### src/rtl/core/htfd_pkg.sv
package htfd_pkg;

  // Bus status codes that arrive with each byte
  typedef enum logic [2:0] {
    BUS_OK      = 3'd0,
    BUS_NACK    = 3'd1,
    BUS_TIMEOUT = 3'd2,
    BUS_ERROR   = 3'd3,
    BUS_PARAM   = 3'd4
  } bus_code_t;

  // Result status codes
  typedef enum logic [2:0] {
    ST_OK      = 3'd0,
    ST_NACK    = 3'd1,
    ST_TIMEOUT = 3'd2,
    ST_BUS     = 3'd3,
    ST_PARAM   = 3'd4,
    ST_CRC     = 3'd5
  } status_t;

  // Byte positions inside the six byte frame
  localparam logic [2:0] POS_TEMP_HI  = 3'd0;
  localparam logic [2:0] POS_TEMP_LO  = 3'd1;
  localparam logic [2:0] POS_TEMP_CRC = 3'd2;
  localparam logic [2:0] POS_HUM_HI   = 3'd3;
  localparam logic [2:0] POS_HUM_LO   = 3'd4;
  localparam logic [2:0] POS_HUM_CRC  = 3'd5;

  localparam logic [7:0] CRC_INIT = 8'hFF;
  localparam logic [7:0] CRC_POLY = 8'h31;

  localparam logic [14:0] TEMP_SCALE  = 15'd17500;
  localparam logic [13:0] HUM_SCALE   = 14'd10000;
  localparam logic [14:0] TEMP_OFFSET = 15'd4500;

  localparam int PROD_T_W = 31;
  localparam int PROD_H_W = 30;

  // CRC-8, MSB first, one byte
  function automatic logic [7:0] crc8_update(input logic [7:0] crc, input logic [7:0] data);
    logic [7:0] c;
    c = crc ^ data;
    for (int b = 0; b < 8; b++) begin
      if (c[7]) begin
        c = {c[6:0], 1'b0} ^ CRC_POLY;
      end else begin
        c = {c[6:0], 1'b0};
      end
    end
    return c;
  endfunction

endpackage

### src/rtl/core/htfd_if.sv
interface htfd_in_if;
  logic       valid;
  logic       ready;
  logic [7:0] rx_byte;
  logic [2:0] bus_code;
  logic       frame_start;

  modport source (output valid, output rx_byte, output bus_code, output frame_start,
                  input ready);
  modport sink (input valid, input rx_byte, input bus_code, input frame_start,
                output ready);
endinterface

interface htfd_out_if;
  logic               valid;
  logic               ready;
  logic        [2:0]  status;
  logic signed [14:0] temperature_centi;
  logic        [13:0] humidity_centi;

  modport source (output valid, output status, output temperature_centi,
                  output humidity_centi, input ready);
  modport sink (input valid, input status, input temperature_centi,
                input humidity_centi, output ready);
endinterface

### src/rtl/core/humidity_temp_frame_decoder.sv
// Measurement frame decoder for a temperature and humidity sensor.
//
// in_ch  : one transaction per frame byte (rx_byte, bus_code, frame_start).
//          frame_start marks byte 0 of a new frame; a nonzero bus_code aborts
//          the frame and yields an error result at once.
// out_ch : one transaction per finished or aborted frame: status, temperature
//          in hundredths of a degree and humidity in hundredths of a percent.
//          Conversion fields read zero unless status is ok.
//
// Throughput: one byte per cycle while in_ch is ready. A result for the byte
// that ends the frame passes through the multiply stage register, then a
// divide-by-65535 stage feeding the output register, to out_ch.
// Reset (synchronous, rst_n low) empties both stages and starts a fresh frame.
// When the receiver stalls, results hold in the output register and the
// multiply stage; in_ch stays ready while either stage can still advance,
// so bytes that end no frame keep flowing until both stages are full.
module humidity_temp_frame_decoder (
  input  logic clk,
  input  logic rst_n,
  htfd_in_if.sink    in_ch,
  htfd_out_if.source out_ch
);
  import htfd_pkg::*;

  // Frame state
  logic [2:0]  pos_r, pos_nxt;
  logic [7:0]  crc_r, crc_nxt;
  logic [15:0] raw_t_r, raw_t_nxt;
  logic [15:0] raw_h_r, raw_h_nxt;
  logic        fail_r, fail_nxt;

  // Multiply stage
  logic                s1_valid_r;
  status_t             s1_status_r, s1_status_nxt;
  logic [PROD_T_W-1:0] s1_prod_t_r;
  logic [PROD_H_W-1:0] s1_prod_h_r;

  // Output register
  logic               out_valid_r;
  status_t            out_status_r;
  logic signed [14:0] out_temp_r;
  logic        [13:0] out_hum_r;

  logic accept, emit, s1_adv, out_load;

  // Effective state after an optional restart
  logic        restart;
  logic [2:0]  pos_e;
  logic [7:0]  crc_e;
  logic [15:0] raw_t_e, raw_h_e;
  logic        fail_e;

  // Divide-by-65535 stage
  logic [31:0] sum_t, sum_h;
  logic [14:0] quo_t;
  logic [13:0] quo_h;

  // Advance each stage when the one after it has room
  assign out_load    = !out_valid_r || out_ch.ready;
  assign s1_adv      = s1_valid_r && out_load;
  assign in_ch.ready = !s1_valid_r || out_load;
  assign accept      = in_ch.valid && in_ch.ready;

  assign restart = in_ch.frame_start || (pos_r > POS_HUM_CRC);
  assign pos_e   = restart ? POS_TEMP_HI : pos_r;
  assign crc_e   = restart ? CRC_INIT : crc_r;
  assign raw_t_e = restart ? 16'd0 : raw_t_r;
  assign raw_h_e = restart ? 16'd0 : raw_h_r;
  assign fail_e  = restart ? 1'b0 : fail_r;

  always_comb begin
    pos_nxt       = pos_e;
    crc_nxt       = crc_e;
    raw_t_nxt     = raw_t_e;
    raw_h_nxt     = raw_h_e;
    fail_nxt      = fail_e;
    emit          = 1'b0;
    s1_status_nxt = ST_OK;

    if (in_ch.bus_code != BUS_OK) begin
      // Abort the frame and report the bus error
      emit = 1'b1;
      case (in_ch.bus_code)
        BUS_NACK:    s1_status_nxt = ST_NACK;
        BUS_TIMEOUT: s1_status_nxt = ST_TIMEOUT;
        BUS_ERROR:   s1_status_nxt = ST_BUS;
        default:     s1_status_nxt = ST_PARAM;
      endcase
    end else begin
      unique case (pos_e) inside
        POS_TEMP_HI, POS_TEMP_LO: begin
          raw_t_nxt = {raw_t_e[7:0], in_ch.rx_byte};
          crc_nxt   = crc8_update(crc_e, in_ch.rx_byte);
        end
        POS_HUM_HI, POS_HUM_LO: begin
          raw_h_nxt = {raw_h_e[7:0], in_ch.rx_byte};
          crc_nxt   = crc8_update(crc_e, in_ch.rx_byte);
        end
        default: begin
          // Check byte of a group
          if (crc_e != in_ch.rx_byte) begin
            fail_nxt = 1'b1;
          end
          crc_nxt = CRC_INIT;
        end
      endcase
      if (pos_e == POS_HUM_CRC) begin
        emit          = 1'b1;
        s1_status_nxt = fail_nxt ? ST_CRC : ST_OK;
      end else begin
        pos_nxt = pos_e + 3'd1;
      end
    end

    if (emit) begin
      pos_nxt   = POS_TEMP_HI;
      crc_nxt   = CRC_INIT;
      raw_t_nxt = 16'd0;
      raw_h_nxt = 16'd0;
      fail_nxt  = 1'b0;
    end
  end

  always_ff @(posedge clk) begin
    if (!rst_n) begin
      pos_r   <= POS_TEMP_HI;
      crc_r   <= CRC_INIT;
      raw_t_r <= 16'd0;
      raw_h_r <= 16'd0;
      fail_r  <= 1'b0;
    end else if (accept) begin
      pos_r   <= pos_nxt;
      crc_r   <= crc_nxt;
      raw_t_r <= raw_t_nxt;
      raw_h_r <= raw_h_nxt;
      fail_r  <= fail_nxt;
    end
  end

  // Multiply stage: the raw words are complete in the state registers by
  // the time the last check byte arrives
  always_ff @(posedge clk) begin
    if (!rst_n) begin
      s1_valid_r <= 1'b0;
    end else if (accept && emit) begin
      s1_valid_r <= 1'b1;
    end else if (s1_adv) begin
      s1_valid_r <= 1'b0;
    end
  end

  always_ff @(posedge clk) begin
    if (accept && emit) begin
      s1_status_r <= s1_status_nxt;
      s1_prod_t_r <= PROD_T_W'(raw_t_r) * PROD_T_W'(TEMP_SCALE);
      s1_prod_h_r <= PROD_H_W'(raw_h_r) * PROD_H_W'(HUM_SCALE);
    end
  end

  // floor(x / 65535) = (x + (x >> 16) + 1) >> 16 while the quotient stays
  // below 65536
  assign sum_t = 32'(s1_prod_t_r) + 32'(s1_prod_t_r >> 16) + 32'd1;
  assign sum_h = 32'(s1_prod_h_r) + 32'(s1_prod_h_r >> 16) + 32'd1;
  assign quo_t = sum_t[30:16];
  assign quo_h = sum_h[29:16];

  always_ff @(posedge clk) begin
    if (!rst_n) begin
      out_valid_r <= 1'b0;
    end else if (out_load) begin
      out_valid_r <= s1_valid_r;
    end
  end

  always_ff @(posedge clk) begin
    if (s1_adv) begin
      out_status_r <= s1_status_r;
      if (s1_status_r == ST_OK) begin
        out_temp_r <= $signed(quo_t - TEMP_OFFSET);
        out_hum_r  <= quo_h;
      end else begin
        out_temp_r <= 15'sd0;
        out_hum_r  <= 14'd0;
      end
    end
  end

  assign out_ch.valid             = out_valid_r;
  assign out_ch.status            = out_status_r;
  assign out_ch.temperature_centi = out_temp_r;
  assign out_ch.humidity_centi    = out_hum_r;

endmodule
### src/flat_wrapper.sv
// flat-port wrapper written by rule: the top's interface ports become plain ports
module humidity_temp_frame_decoder_flat import htfd_pkg::*;
  (clk, rst_n, in_ch_valid, in_ch_rx_byte, in_ch_bus_code, in_ch_frame_start, in_ch_ready, out_ch_valid, out_ch_status, out_ch_temperature_centi, out_ch_humidity_centi, out_ch_ready);
  htfd_in_if in_ch_i ();
  htfd_out_if out_ch_i ();
  input  logic clk;
  input  logic rst_n;
  input wire logic [$bits(in_ch_i.valid)-1:0] in_ch_valid;
  input wire logic [$bits(in_ch_i.rx_byte)-1:0] in_ch_rx_byte;
  input wire logic [$bits(in_ch_i.bus_code)-1:0] in_ch_bus_code;
  input wire logic [$bits(in_ch_i.frame_start)-1:0] in_ch_frame_start;
  output wire logic [$bits(in_ch_i.ready)-1:0] in_ch_ready;
  output wire logic [$bits(out_ch_i.valid)-1:0] out_ch_valid;
  output wire logic [$bits(out_ch_i.status)-1:0] out_ch_status;
  output wire logic [$bits(out_ch_i.temperature_centi)-1:0] out_ch_temperature_centi;
  output wire logic [$bits(out_ch_i.humidity_centi)-1:0] out_ch_humidity_centi;
  input wire logic [$bits(out_ch_i.ready)-1:0] out_ch_ready;
  assign in_ch_i.valid = in_ch_valid;
  assign in_ch_i.rx_byte = in_ch_rx_byte;
  assign in_ch_i.bus_code = in_ch_bus_code;
  assign in_ch_i.frame_start = in_ch_frame_start;
  assign in_ch_ready = in_ch_i.ready;
  assign out_ch_valid = out_ch_i.valid;
  assign out_ch_status = out_ch_i.status;
  assign out_ch_temperature_centi = out_ch_i.temperature_centi;
  assign out_ch_humidity_centi = out_ch_i.humidity_centi;
  assign out_ch_i.ready = out_ch_ready;
  humidity_temp_frame_decoder u_core (.clk(clk), .rst_n(rst_n), .in_ch(in_ch_i), .out_ch(out_ch_i));
endmodule
### config.mk
export PLATFORM = sky130hd
export DESIGN_NAME = humidity_temp_frame_decoder_flat
export DESIGN_NICKNAME = d
export VERILOG_FILES = /design/src/rtl/core/htfd_pkg.sv /design/src/rtl/core/htfd_if.sv /design/src/rtl/core/humidity_temp_frame_decoder.sv /design/src/flat_wrapper.sv
export SDC_FILE = /design/constraint.sdc
export NUM_CORES = 1
export LEC_CHECK = 0
export ABC_AREA = 1
export BUFFER_PORTS_ARGS = -buffer_cell sky130_fd_sc_hd__buf_2
export CORE_MARGIN = 4
export CORE_UTILIZATION = 55
export CTS_BUF_LIST = sky130_fd_sc_hd__clkbuf_8
export DETAILED_ROUTE_END_ITERATION = 12
export PLACE_DENSITY = 0.79
export RECOVER_POWER = 50
export SKIP_LAST_GASP = 1
export SLEW_MARGIN = 10
export SYNTH_ARGS = -nofsm -noshare
export SYNTH_HDL_FRONTEND = slang
export SYNTH_SLANG_ARGS = --single-unit
### constraint.sdc
create_clock -name clk -period 6.5 [get_ports clk]
set_clock_uncertainty 0.05 [all_clocks]
set_input_delay 0.65 -clock clk [delete_from_list [all_inputs] [get_ports clk]]
set_output_delay 0.65 -clock clk [all_outputs]
set_load 0.02 [all_outputs]
* Word level (Yosys, flattened, before mapping)
Index checks and enable logic that the tools add are counted.
Storage, ports and cells: register bits after elaboration 136, output and inout port bits 34, input port bits 16, logic and storage cells 134
Operators by class: add/subtract/negate cells 6, equal/unequal tests 8, reduce and logical (&&, ||, !) cells 15, multiplexer cells 73, multiply operators 2, $lt $le $gt $ge 1, bitwise logic cells 16
Operators with widths (number):
- 8-bit 2-to-1 mux | 31
- 16-bit 2-to-1 mux | 8
- 6-bit 2-to-1 mux | 15
- 3-bit inverter | 15
- 31-bit by 1-bit adder with 31-bit output (second input constant) | 1
- 31-bit by 15-bit adder with 31-bit output | 1
- 30-bit by 1-bit adder with 30-bit output (second input constant) | 1
- 30-bit by 14-bit adder with 30-bit output | 1
- 16-bit by 13-bit multiplier with 29-bit output (second input constant) | 1
- 16-bit by 10-bit multiplier with 26-bit output (second input constant) | 1
- 3-bit 2-to-1 mux | 7
- 8-bit one-hot mux with 2 select lines | 1
- 15-bit by 13-bit subtractor with 15-bit output (second input constant) | 1
- 1-bit 2-to-1 mux | 10
- 3-bit by 2-bit == test with 1-bit output (second input constant) | 3
- 3-bit one-hot mux with 3 select lines | 1
- 8-bit inequality test | 1
- 8-bit bitwise XOR | 1
- 3-bit by 1-bit == test with 1-bit output (second input constant) | 2
- 3-bit == test (second input constant) | 2
- 3-bit zero test | 2
- 2-bit OR reduction | 2
- 4-bit OR reduction | 1
- 3-bit by 1-bit adder with 3-bit output (second input constant) | 1
- other kinds (6) | 11

* Longest topological paths before layout
depth in word-level cells 37, depth in mapped cells 21

* Least setup slack after synthesis
Ideal clock, no wire load.
path type input port to flip-flop, start point in in_ch_frame_start, end point reg u_core.s1_prod_h_r[10] (enable), setup slack 2.011 ns, path buffers 1, stages on the path 9, required time 5.974 ns, setup time 0.476 ns, arrival time 3.963 ns, path through nor2_8 inv_2 buf_2 nor2_2 ha_1 nand2_1 nand2_1 inv_1 nor2_1
Between the ends: word-level cells in the longest chain between the ends 6
RTL lines:
- start, declared | line flat_wrapper.sv:11 | input wire logic [$bits(in_ch_i.frame_start)-1:0] in_ch_frame_start;
- 1-bit logical OR | line humidity_temp_frame_decoder.sv:64 | assign restart = in_ch.frame_start || (pos_r > POS_HUM_CRC);
- 3-bit 2-to-1 mux | line humidity_temp_frame_decoder.sv:65 | assign pos_e = restart ? POS_TEMP_HI : pos_r;
- 3-bit == test | line humidity_temp_frame_decoder.sv:107 | if (pos_e == POS_HUM_CRC) begin
- 1-bit 2-to-1 mux | line humidity_temp_frame_decoder.sv:107
- 1-bit 2-to-1 mux | line humidity_temp_frame_decoder.sv:80 | if (in_ch.bus_code != BUS_OK) begin
- 1-bit logical AND | line humidity_temp_frame_decoder.sv:153 | if (accept && emit) begin
- end signal, assigned | line humidity_temp_frame_decoder.sv:156 | s1_prod_h_r <= PROD_H_W'(raw_h_r) * PROD_H_W'(HUM_SCALE);
- end, declared | line humidity_temp_frame_decoder.sv:36 | logic [PROD_H_W-1:0] s1_prod_h_r;
No other way between the ends. A chain may end at the register's enable or synchronous reset.

* Final worst setup path
start point reg u_core.raw_t_r[12], end point reg u_core.s1_prod_t_r[26], data pin
Between the ends: word-level cells in the longest chain between the ends 1
RTL lines:
- start, declared | line humidity_temp_frame_decoder.sv:28 | logic [15:0] raw_t_r, raw_t_nxt;
- start signal, assigned | line humidity_temp_frame_decoder.sv:134 | raw_t_r <= raw_t_nxt;
- 16-bit by 13-bit multiplier with 29-bit output | line humidity_temp_frame_decoder.sv:155 | s1_prod_t_r <= PROD_T_W'(raw_t_r) * PROD_T_W'(TEMP_SCALE);
- end signal, assigned | line humidity_temp_frame_decoder.sv:155
- end, declared | line humidity_temp_frame_decoder.sv:35 | logic [PROD_T_W-1:0] s1_prod_t_r;
No other way between the ends.

==> key figures <==
STA
  • Fin crit share: 75.0%
  • Setup-failing EPs final: 0
  • Unrepaired setup endpoints after global routing: false
  • Final Critical Period: 4.88 ns
  • Worst Max-Slew Pin Slew: 3.10 ns
  • Final hold violations: 0
  • Setup slack after layout: 1.62 ns
  • Slew HR: -107%
  • Fin. max-slew vios: 62
  • Hold_ws: 0.419 ns
  • TNS Setup: 0 ns
  • Fmax: 0.205 GHz

Drt
  • Post-DRT Antenna Nets: 0
  • Drc violations: 0
  • Drt first-iter violations: 710
  • Via count: 10,900
  • First-pass DRT Iterations: 5
  • Vias per cell: 5.27
  • WL/cell: 14.4 um
  • Final wirelength: 29,700 um

Power
  • Leakage power: 0.00770 uW
  • Power per cell area: 138 nW/um2
  • Seq pwr share: 48.9%
  • Sw Ratio: 28.9%
  • Logic gate share of total power: 10.4%
  • Pwr Total: 2000 uW
  • P_int: 1420 uW
  • Worst VDD drop: 0.130 mV
  • Clock power frac: 40.6%
  • Switching power: 578 uW

CTS
  • CTS tree: built
  • Total CTS buffers: 17
  • H-tree depth: 4
  • CTS root buf: clkbuf_8
  • Cts repair resizes: 0
  • Setup Fix Bufs, Post-CTS: 0
  • CTS Sinks: 136
  • Clk slew on worst S/H paths: 0.10 ns
  • Post-CTS Hold Fix Bufs: 0
  • CTS Buffer Depth: 2
  • Worst-Skew Late Latency: 0.46 ns

Placement
  • HPWL Detailed: 24,100 um
  • DP Area: 14,200 um2
  • Routability Congestion: 0.953
  • PortBufs: 49
  • Place WS: 1.68 ns

Yosys
  • Syn_area_per_cell: 8.09 um2
  • Synth area leaders: edfxtp_1 (20%), ha_1 (18%), fa_1 (12%)
  • Main synth FF type: edfxtp_1
  • Synth warn: 0
  • Synth cell count leaders: nand2_1 (347), inv_1 (345), ha_1 (195)
  • Synth cell types: 51
  • FFs w/ async S/R, synth: 0%
  • Most frequent cell after synthesis: nand2_1
  • Number of flops mapped to enable cells by yosys: 90
  • Area leader, netlist: edfxtp_1
  • Syn_nets: 1,962
  • Mapped cell area: 13,500 um2
  • FF+latch count, synth: 136
  • Synth top area share: 20.0%
  • Post-Synthesis Cells: 1,671
  • Register area share after synthesis: 26.8%

Die
  • Die width: 165 um
  • Die Area: 27,100 um2
  • Die height: 165 um
  • Core Region: 24,200 um2
  • Rows: 57
  • Initial Util: 55.7%
  • Boundary Pins: 50

Critical path
  • Worst path max stage delay: 0.54 ns
  • CP delay by family, top: adder cells
  • Critical Path Source Type: flop
  • WP data arrival: 5.03 ns
  • Worst R2R End: u_core.s1_prod_t_r[26]
  • Cell with the most instances on the worst path: inv_1
  • CP required: 6.65 ns
  • Buf+Inv Stages, Crit Path: 4
  • Crit path cell chain: ha_1, inv_1, fa_1, inv_1, ha_1, fa_1, inv_1, fa_1, inv_1, ha_1, a21oi_1, nor2_1, a211oi_1, o21ai_0, a21oi_1, o21ai_0, nand2_1, nand3_1, xor2_1
  • Slowest cell on the critical path: dfxtp_1
  • Reg2reg setup slack: 1.62 ns
  • Kind of critical path: reg -> reg
  • Reg2Reg Launch Point: u_core.raw_t_r[12]
  • Crit Path Max Fanout: 7
  • Crit end category: flop
  • R2r worst-path depth: 19

Finish
  • Fin nets: 2,017
  • Synthesis-to-finish area growth: 7.27%
  • Share of layout cells above drive strength 1: 5.92%
  • Reg area: 3620 um2
  • Footprint of the multi-input gates: 8460 um2
  • Filler cell count: 2,173
  • Design Area, Final: 14,500 um2
  • Diodes inserted: 0

Global routing
  • Largest net degree at the start of global routing: 60
  • Vias in the first global route: 10,800
  • First-pass GRT wire length: 50,500 um
  • GRT Overall Usage: 23.0%
  • Antenna violations before repair: 0
  • Global route overflow: 0

Status
  • Failing checks: max-capacitance violations, max-slew violations
  • Outcome: complete, but fails checks

Hold path
  • Worst min-delay path endpoint: u_core.fail_r
  • Hold WC Path Type: reg -> reg
  • Hold_sp: u_core.fail_r
  • Hold path cells: 2

Job
  • MaxCap Viol Count: 2
==> routing by layer <==
layer / vias up / routed length [um] / global-route usage (%)
met3: 69 / 1520 / 3.22
met5: - / 0 / 0
met2: 294 / 13900 / 38.7
li1: 5486 / - / -
met4: 0 / 828 / 7.90
met1: 5019 / 13500 / 30.5
==> worst max path at each step <==
stage / startpoint / to / depth (start not counted)
3_5_place_dp: u_core.raw_t_r[12] / u_core.s1_prod_t_r[26] / 19
4_1_cts: u_core.raw_t_r[12] / u_core.s1_prod_t_r[26] / 19
2_1_floorplan: in_ch_frame_start / u_core.s1_prod_h_r[10] / 9
3_3_place_gp: u_core.raw_h_r[4] / u_core.s1_prod_h_r[27] / 21
6_report: u_core.raw_t_r[12] / u_core.s1_prod_t_r[26] / 19
5_1_grt: u_core.raw_t_r[12] / u_core.s1_prod_t_r[26] / 19
==> cell type report <==
cell class	count	share of cell area (%)
Clock inverter	15	1.52
Timing Repair Buffer	53	1.56
Clock buffer	17	1.61
Sequential cell	136	25.0
Inverter	354	9.16
Tap cell	324	2.80
Multi-Input combinational cell	1164	58.4
==> power groups by stage <==
stage	clock network, uW	registers, uW	logic [uW]
after global placement	0	995	207
after global routing	866	980	237
final	811	978	209
after floorplan	0	999	146
after detailed placement	0	996	212
after CTS	823	976	214
==> cells in the final DEF, fill, tap and decap left out, types with 4 or more instances in the layout <==
master / count
nand2_1: 349
inv_1: 345
ha_1: 195
nor2_1: 117
a21oi_1: 108
edfxtp_1: 90
fa_1: 80
nand3_1: 66
o21ai_0: 51
dfxtp_1: 46
xor2_1: 41
clkbuf_1: 37
nand4_1: 21
o211ai_1: 21
clkbuf_8: 17
xnor2_1: 15
nor3_1: 14
nand2_2: 13
buf_2: 13
nor2_2: 9
a31oi_1: 7
inv_2: 7
inv_8: 7
nor2_4: 6
nand3_2: 5
a211oi_1: 4
==> sequential cells by signal, summed over array words and instances, names as in the netlist <==
signal,cells
u_core.s1_valid_r,1
u_core.pos_r,3
u_core.out_ch.humidity_centi,14
u_core.crc_r,8
u_core.s1_prod_h_r,26
u_core.s1_prod_t_r,29
u_core.out_ch.status,3
u_core.fail_r,1
u_core.raw_h_r,16
u_core.out_ch.valid,1
u_core.s1_status_r,3
u_core.raw_t_r,16
u_core.out_ch.temperature_centi,15
==> per-stage QoR <==
step / instances / util (%)
after detailed placement: 2031 / 58.4
after CTS: 2063 / 60.2
after global placement: 2031 / 58.4
after floorplan: 1671 / -
final: 2063 / 59.8
after global routing: 2063 / 59.8
==> worst reg2reg max path, cell delays in order, from the launching register on <==
cell,delay (ns)
dfxtp_1,0.54
ha_1,0.21
inv_1,0.05
fa_1,0.47
inv_1,0.04
ha_1,0.30
fa_1,0.51
inv_1,0.06
fa_1,0.52
inv_1,0.04
ha_1,0.35
a21oi_1,0.21
nor2_1,0.06
a211oi_1,0.19
o21ai_0,0.14
a21oi_1,0.32
o21ai_0,0.19
nand2_1,0.09
nand3_1,0.10
xor2_1,0.16
==> kinds of logic after synthesis <==
kind of cell	Yosys count	share of synthesized area, %
xor gates and xnor gates	60	4.17
DFF	136	26.8
adders and majority gates	275	29.9
buffers and inverters	371	10.3
AOI/OAI and AO/OA	213	8.96
and+or+nand+nor	616	19.8
Note: power is estimated with default switching activity, not from simulation.
